### src/hdl/stpg_pkg.sv
// Package for the stepper pulse command generator.
// Holds the command character codes, state widths and reset values.
// No dependencies.
`default_nettype none

package stpg_pkg;

    localparam int unsigned CHAR_W = 8;
    localparam int unsigned HALF_W = 8;
    localparam int unsigned TURN_W = 16;

    // Command characters.
    localparam logic [CHAR_W-1:0] CH_DIR_SET     = 8'h44;  // D
    localparam logic [CHAR_W-1:0] CH_DIR_CLR     = 8'h64;  // d
    localparam logic [CHAR_W-1:0] CH_EN_SET      = 8'h45;  // E
    localparam logic [CHAR_W-1:0] CH_EN_CLR      = 8'h65;  // e
    localparam logic [CHAR_W-1:0] CH_LED_SET     = 8'h4C;  // L
    localparam logic [CHAR_W-1:0] CH_LED_CLR     = 8'h6C;  // l
    localparam logic [CHAR_W-1:0] CH_STEP_ON     = 8'h50;  // P
    localparam logic [CHAR_W-1:0] CH_STEP_OFF    = 8'h70;  // p
    localparam logic [CHAR_W-1:0] CH_TURN_START  = 8'h54;  // T
    localparam logic [CHAR_W-1:0] CH_TURN_CANCEL = 8'h74;  // t
    localparam logic [CHAR_W-1:0] CH_HP_250      = 8'h40;  // @
    localparam logic [CHAR_W-1:0] CH_HP_167      = 8'h23;  // #
    localparam logic [CHAR_W-1:0] CH_HP_125      = 8'h24;  // $
    localparam logic [CHAR_W-1:0] CH_HP_100      = 8'h25;  // %
    localparam logic [CHAR_W-1:0] CH_HP_83       = 8'h5E;  // ^
    localparam logic [CHAR_W-1:0] CH_HP_71       = 8'h26;  // &
    localparam logic [CHAR_W-1:0] CH_HP_63       = 8'h2A;  // *
    localparam logic [3:0]        CH_DIGIT_HI    = 4'h3;
    localparam logic [3:0]        DIGIT_MAX      = 4'd8;

    localparam logic [TURN_W-1:0] STEPS_BASE     = 16'd200;
    localparam logic [TURN_W-1:0] STEPS_RESET    = 16'd1600;
    localparam logic [HALF_W-1:0] HALF_RESET     = 8'd63;

    // Steps per turn for a digit 0..8; 200 << 8 = 51200 still fits 16 bits.
    function automatic logic [TURN_W-1:0] steps_for_digit(input logic [3:0] digit);
        return STEPS_BASE << digit;
    endfunction

endpackage

`default_nettype wire

### src/hdl/stepper_pulse_command_generator_unit.sv
// Stepper pulse command generator: tick/character beats in, output levels out.
// Each result is registered; one beat per cycle while the result is not stalled.
// An input register and a result register bracket one pass of state-update logic,
// so one more beat can wait in the input register while a finished result is stalled.
// Reset: synchronous, active low; clears the pipeline valids and all block state.
// Depends on stpg_pkg.
`default_nettype none

module stepper_pulse_command_generator_unit (
    input  wire  logic                        i_clk,
    input  wire  logic                        i_rst_n,
    input  wire  logic                        i_valid,
    output       logic                        o_stall,
    input  wire  logic                        i_req_type,
    input  wire  logic [stpg_pkg::CHAR_W-1:0] i_char_code,
    output       logic                        o_valid,
    input  wire  logic                        i_stall,
    output       logic                        o_pulse_level,
    output       logic                        o_direction_level,
    output       logic                        o_enable_level,
    output       logic                        o_aux_led_level,
    output       logic                        o_activity_led,
    output       logic                        o_edge_now
);
    import stpg_pkg::*;

    // Input stage.
    logic              r_in_valid;
    logic              r_in_req_type;
    logic [CHAR_W-1:0] r_in_char;

    // Block state.
    logic [HALF_W-1:0] r_half, n_half;
    logic [HALF_W-1:0] r_cd, n_cd;
    logic [TURN_W-1:0] r_steps, n_steps;
    logic [TURN_W-1:0] r_turn_rem, n_turn_rem;
    logic r_turn_active, n_turn_active;
    logic r_stepping, n_stepping;
    logic r_pulse, n_pulse;
    logic r_dir, n_dir;
    logic r_en, n_en;
    logic r_led, n_led;
    logic r_char_seen, n_char_seen;
    logic r_activity, n_activity;
    logic n_edge;

    // Result stage.
    logic r_out_valid;
    logic r_out_edge;

    logic adv;
    logic in_take;
    logic fire;
    logic is_digit;

    assign adv     = !r_out_valid || !i_stall;
    assign o_stall = r_in_valid && !adv;
    assign in_take = i_valid && !o_stall;
    assign fire    = r_in_valid && adv;
    assign is_digit = (r_in_char[7:4] == CH_DIGIT_HI) && (r_in_char[3:0] <= DIGIT_MAX);

    always_comb begin
        n_half        = r_half;
        n_cd          = r_cd;
        n_steps       = r_steps;
        n_turn_rem    = r_turn_rem;
        n_turn_active = r_turn_active;
        n_stepping    = r_stepping;
        n_pulse       = r_pulse;
        n_dir         = r_dir;
        n_en          = r_en;
        n_led         = r_led;
        n_char_seen   = r_char_seen;
        n_activity    = r_activity;
        n_edge        = 1'b0;
        if (r_in_req_type) begin
            n_char_seen = 1'b1;
            if (is_digit) begin
                n_steps = steps_for_digit(r_in_char[3:0]);
            end
            unique case (r_in_char)
                CH_DIR_SET:     n_dir = 1'b1;
                CH_DIR_CLR:     n_dir = 1'b0;
                CH_EN_SET:      n_en  = 1'b1;
                CH_EN_CLR:      n_en  = 1'b0;
                CH_LED_SET:     n_led = 1'b1;
                CH_LED_CLR:     n_led = 1'b0;
                CH_STEP_ON:     n_stepping = 1'b1;
                CH_STEP_OFF:    n_stepping = 1'b0;
                CH_TURN_CANCEL: begin
                    n_turn_active = 1'b0;
                    n_stepping    = 1'b0;
                    n_turn_rem    = '0;
                end
                CH_TURN_START: begin
                    if (!r_turn_active) begin
                        n_turn_active = 1'b1;
                        n_turn_rem    = r_steps;
                    end
                end
                CH_HP_250: n_half = 8'd250;
                CH_HP_167: n_half = 8'd167;
                CH_HP_125: n_half = 8'd125;
                CH_HP_100: n_half = 8'd100;
                CH_HP_83:  n_half = 8'd83;
                CH_HP_71:  n_half = 8'd71;
                CH_HP_63:  n_half = 8'd63;
                default: ;
            endcase
        end else if (r_cd <= 8'd1) begin
            // A countdown of zero also counts as an edge.
            n_edge = 1'b1;
            n_cd   = r_half;
            if (r_turn_active) begin
                if (r_turn_rem == '0) begin
                    n_turn_active = 1'b0;
                    n_stepping    = 1'b0;
                end else begin
                    n_stepping = 1'b1;
                end
            end
            n_pulse = !r_pulse && n_stepping;
            if (r_turn_rem != '0) begin
                n_turn_rem = r_turn_rem - 16'd1;
            end
            n_activity  = r_char_seen;
            n_char_seen = 1'b0;
        end else begin
            n_cd = r_cd - 8'd1;
        end
    end

    always_ff @(posedge i_clk) begin
        if (!i_rst_n) begin
            r_in_valid <= 1'b0;
        end else if (!r_in_valid || adv) begin
            r_in_valid <= i_valid;
        end
    end

    always_ff @(posedge i_clk) begin
        if (in_take) begin
            r_in_req_type <= i_req_type;
            r_in_char     <= i_char_code;
        end
    end

    always_ff @(posedge i_clk) begin
        if (!i_rst_n) begin
            r_half        <= HALF_RESET;
            r_cd          <= HALF_RESET;
            r_steps       <= STEPS_RESET;
            r_turn_rem    <= '0;
            r_turn_active <= 1'b0;
            r_stepping    <= 1'b0;
            r_pulse       <= 1'b0;
            r_dir         <= 1'b0;
            r_en          <= 1'b0;
            r_led         <= 1'b0;
            r_char_seen   <= 1'b0;
            r_activity    <= 1'b0;
            r_out_valid   <= 1'b0;
        end else begin
            if (adv) begin
                r_out_valid <= r_in_valid;
            end
            if (fire) begin
                r_half        <= n_half;
                r_cd          <= n_cd;
                r_steps       <= n_steps;
                r_turn_rem    <= n_turn_rem;
                r_turn_active <= n_turn_active;
                r_stepping    <= n_stepping;
                r_pulse       <= n_pulse;
                r_dir         <= n_dir;
                r_en          <= n_en;
                r_led         <= n_led;
                r_char_seen   <= n_char_seen;
                r_activity    <= n_activity;
            end
        end
    end

    // The level outputs read the state registers, which change only when a
    // new result is loaded, so they hold steady while the result is stalled.
    always_ff @(posedge i_clk) begin
        if (fire) begin
            r_out_edge <= n_edge;
        end
    end

    assign o_valid           = r_out_valid;
    assign o_pulse_level     = r_pulse;
    assign o_direction_level = r_dir;
    assign o_enable_level    = r_en;
    assign o_aux_led_level   = r_led;
    assign o_activity_led    = r_activity;
    assign o_edge_now        = r_out_edge;

endmodule

`default_nettype wire

### config.mk
export PLATFORM = sky130hd
export DESIGN_NAME = stepper_pulse_command_generator_unit
export DESIGN_NICKNAME = d
export VERILOG_FILES = /design/src/hdl/stpg_pkg.sv /design/src/hdl/stepper_pulse_command_generator_unit.sv
export SDC_FILE = /design/constraint.sdc
export NUM_CORES = 1
export LEC_CHECK = 0
export ABC_AREA = 1
export BUFFER_PORTS_ARGS = -buffer_cell sky130_fd_sc_hd__buf_2
export CORE_MARGIN = 2
export CORE_UTILIZATION = 55
export DETAILED_ROUTE_END_ITERATION = 6
export MAX_ROUTING_LAYER = met4
export PLACE_DENSITY = 0.85
export SKIP_LAST_GASP = 1
export SLEW_MARGIN = 0
export SYNTH_ARGS = -nofsm -noshare
export SYNTH_HDL_FRONTEND = slang
export SYNTH_SLANG_ARGS = --single-unit
### constraint.sdc
create_clock -name i_clk -period 1.6 [get_ports i_clk]
set_input_delay 0.32 -clock i_clk [delete_from_list [all_inputs] [get_ports i_clk]]
set_output_delay 0.32 -clock i_clk [all_outputs]
set_load 0.05 [all_outputs]
==> metrics.txt <==
status finished, violations left; failing checks design-rule violations, negative setup slack; Worst-Skew Late Latency roughly 0.37 ns; first-pass GRT wire length 18,700 um; row count 29; pre-CTS setup slack -0.132 ns; fin nets between 600 and 700; post-synthesis net count between 500 and 600; Syn Inst Count roughly 530; drt pass-1 iters 7; Die W 84.9 um; sequential fraction of the synthesis area 0.389; die area a little over 7000 um^2; Min-Delay Path Class input port to register; Clk pin slew, worst setup/hold paths 0.08 ns; CTS tree built; Via Count between 4,000 and 5,000; Diodes inserted 0; die height ~85 um; Finish-stage setup viols 51; DR WL/cell about 21 um; ranking of synthesized cells by area dfxtp_1 31%, nand2_1 14%, nor2_1 10%, edfxtp_1 8.3%, inv_1 5.2%; Post-Syn Area between 3000 and 4000 um^2; CP cell instances inv_2 > ha_4 > inv_1 > nor2_1 > nand3_1 > nor2_1 > nand3_1 > buf_4 > nand4_4 > buf_6 > nand2_2 > nand2_1 > nor2_1; Vias/cell between 6 and 7; area share of the largest cell type after synthesis 0.306; WHS approximately 0.12 ns; CP max FO 6; Distinct cells, synth 40; Overflow after GRT 0; RSZ-0062 raised after global routing yes; WS Path Type register to register; largest net degree at the start of global routing 22; hpwl dp about 7200 um; vias in the first global route 4,088; area delta synth->final 44.9%; CP Capture Type register; slew margin rel. 0.552; Max Clock Skew around 0.013 ns; slew at the pin with the worst max-slew slack 0.671 ns; syn avg cell area 6.76 um^2; final wirelength approximately 16,000 um; GRT Total Usage 0.334; effective utilization at floorplan 0.567; asr flop ratio synth 0; Root Buffer clkbuf_8; share of cells above drive strength 1 0.376; Core Util, Final 0.821; crit share post-route 1.22; DRT antenna net count 0; filler instances around 300; CP peak stage delay between 0.3 and 0.4 ns; Worst setup SP type register; slowest CP cell dfxtp_1; area of the core roughly 6300 um^2; Synth Warn # 0; final worst path period need ~2.0 ns; PnR worst setup slack -0.358 ns; initial antenna violation count 0; LEAKAGE between 2 and 2.5 nW; H-tree Lvls 3; iteration-0 DRC count of the detailed router 790; max_cap viols 0; Yosys top cell by area dfxtp_1; Remaining DRCs 13; Worst IR Drop VDD 0.836 mV; data required time of the worst path ~1.8 ns; PD cells between 800 and 900 nW/um^2; CTS max path bufs 2; EDFF count, synth 10; Final Hold Violating Endpoints 0; #FFs+latches synth 65; Critical Path AT about 2.2 ns; Slew Limit Fails 0; IO Count 21; ys flop type dfxtp_1; TritonCTS buffer count 9; Routability Congestion 1.02; PortBufs 20; clk sinks between 60 and 70; Worst path most repeated cell nor2_1; Highest Clock Rate just over 500 MHz
[state kept, by name (all words and copies together), names as in the netlist]
signal and cells:
o_activity_led 1, r_steps 13, r_char_seen 1, r_stepping 1
o_enable_level 1, r_in_valid 1, o_edge_now 1, r_cd 8
o_valid 1, r_turn_active 1, o_aux_led_level 1, r_half 8
r_turn_rem 16, r_in_char 8, o_direction_level 1, r_in_req_type 1
o_pulse_level 1
[worst max-delay path: cells and delay by family, from the launching register on]
kind	cells	cell delay, ns
buf+inv	4	0.46
simple gates	8	0.88
flops	1	0.33
fa+ha+maj	1	0.15
[synth_stat cells, types with 2 or more instances]
cell / count
ha_1: 8
nor2_2: 4
xor2_1: 3
nand2_2: 4
buf_1: 2
inv_2: 5
nor3_1: 7
xnor2_1: 4
nand4_1: 7
nand3_1: 37
a21oi_2: 2
dfxtp_1: 55
a211oi_1: 2
nand3b_1: 2
o21ai_0: 37
o21ai_1: 10
o211ai_1: 6
clkbuf_1: 6
nor2_1: 96
inv_1: 50
edfxtp_1: 10
nand2_4: 2
nor2_4: 2
nand2_1: 130
a21oi_1: 27
[cell usage in the layout (no fill, tap or decap), types with 11 or more instances in the layout]
cell	n
buf_4	81
nand2_1	110
dfxtp_1	51
nor2_2	18
a21oi_1	24
nor2_1	74
nand3_1	31
o21ai_0	22
buf_6	12
o21ai_2	11
inv_1	39
buf_2	20
o21ai_1	11
nand2_2	20
[power by group]
part	switching, mW	total (mW)	internal (mW)
Sequential	0.0443	1.75	1.70
Combinational	0.562	0.911	0.349
Clock	0.745	1.54	0.800
Total	1.35	4.20	2.85
[worst paths after layout]
| check | cells after the start | startpoint | slack, ns | end |
|---|---|---|---|---|
| worst max-delay path | 13 | r_turn_rem[1] | -0.36 | r_turn_rem[1] |
| worst min-delay path | 1 | i_char_code[0] | 0.12 | r_in_char[0] |
| worst max register to register | 13 | r_turn_rem[1] | -0.36 | r_turn_rem[1] |
| worst min register to register | 2 | r_steps[12] | 0.49 | r_steps[12] |
[final cells by class]
| cell class | count | area (um^2) | area share |
|---|---|---|---|
| tap | 77 | 96.3 | 0.0185 |
| multi-input combinational | 401 | 2360 | 0.453 |
| sequential | 65 | 1410 | 0.270 |
| clock buffer | 12 | 188 | 0.0360 |
| inverter | 57 | 240 | 0.0461 |
| timing repair buffer | 115 | 888 | 0.170 |
| clock inverter | 4 | 30.0 | 0.00576 |
[per-stage QoR]
stage / cell area (um^2) / power [mW] / instances / TNS (ns)
floorplan: 3640 / 2.18 / 533 / -0.108
global placement: 4380 / 2.41 / 698 / -0.485
detailed placement: 4380 / 2.44 / 698 / -2.65
CTS: 4870 / 3.95 / 726 / -1.14
global route: 5220 / 4.30 / 731 / -13.17
finish: 5220 / 4.20 / 731 / -9.93
[timing repair]
item                       4_1_cts  5_1_grt
gates resized for setup         58       90
setup buffers                    9        5
cloned                           3        0
setup endpoints to repair       41       46
pin swaps                       21       35
hold buffers                     0        0
[per-layer routing]
| metal | track usage | vias up | routed length [um] |
|---|---|---|---|
| met5 | - | - | 0 |
| met4 | 0.153 | 0 | 1360 |
| met3 | 0.0642 | 202 | 2160 |
| met2 | 0.560 | 522 | 6990 |
| met1 | 0.386 | 2154 | 5140 |
| li1 | - | 1971 | - |
[cells by family (layout without fill, tap and decap cells)]
kind of cell / Yosys count / count (layout) / synth area share
buffers and inverters: 68 / 188 / 0.0751
AOI/OAI and AO/OA: 89 / 89 / 0.136
xor gates and xnor gates: 7 / 7 / 0.0170
DFF: 65 / 65 / 0.389
adders and majority gates: 8 / 8 / 0.0278
and+or+nand+nor: 296 / 297 / 0.355
Power figures use the tool's default switching activity.
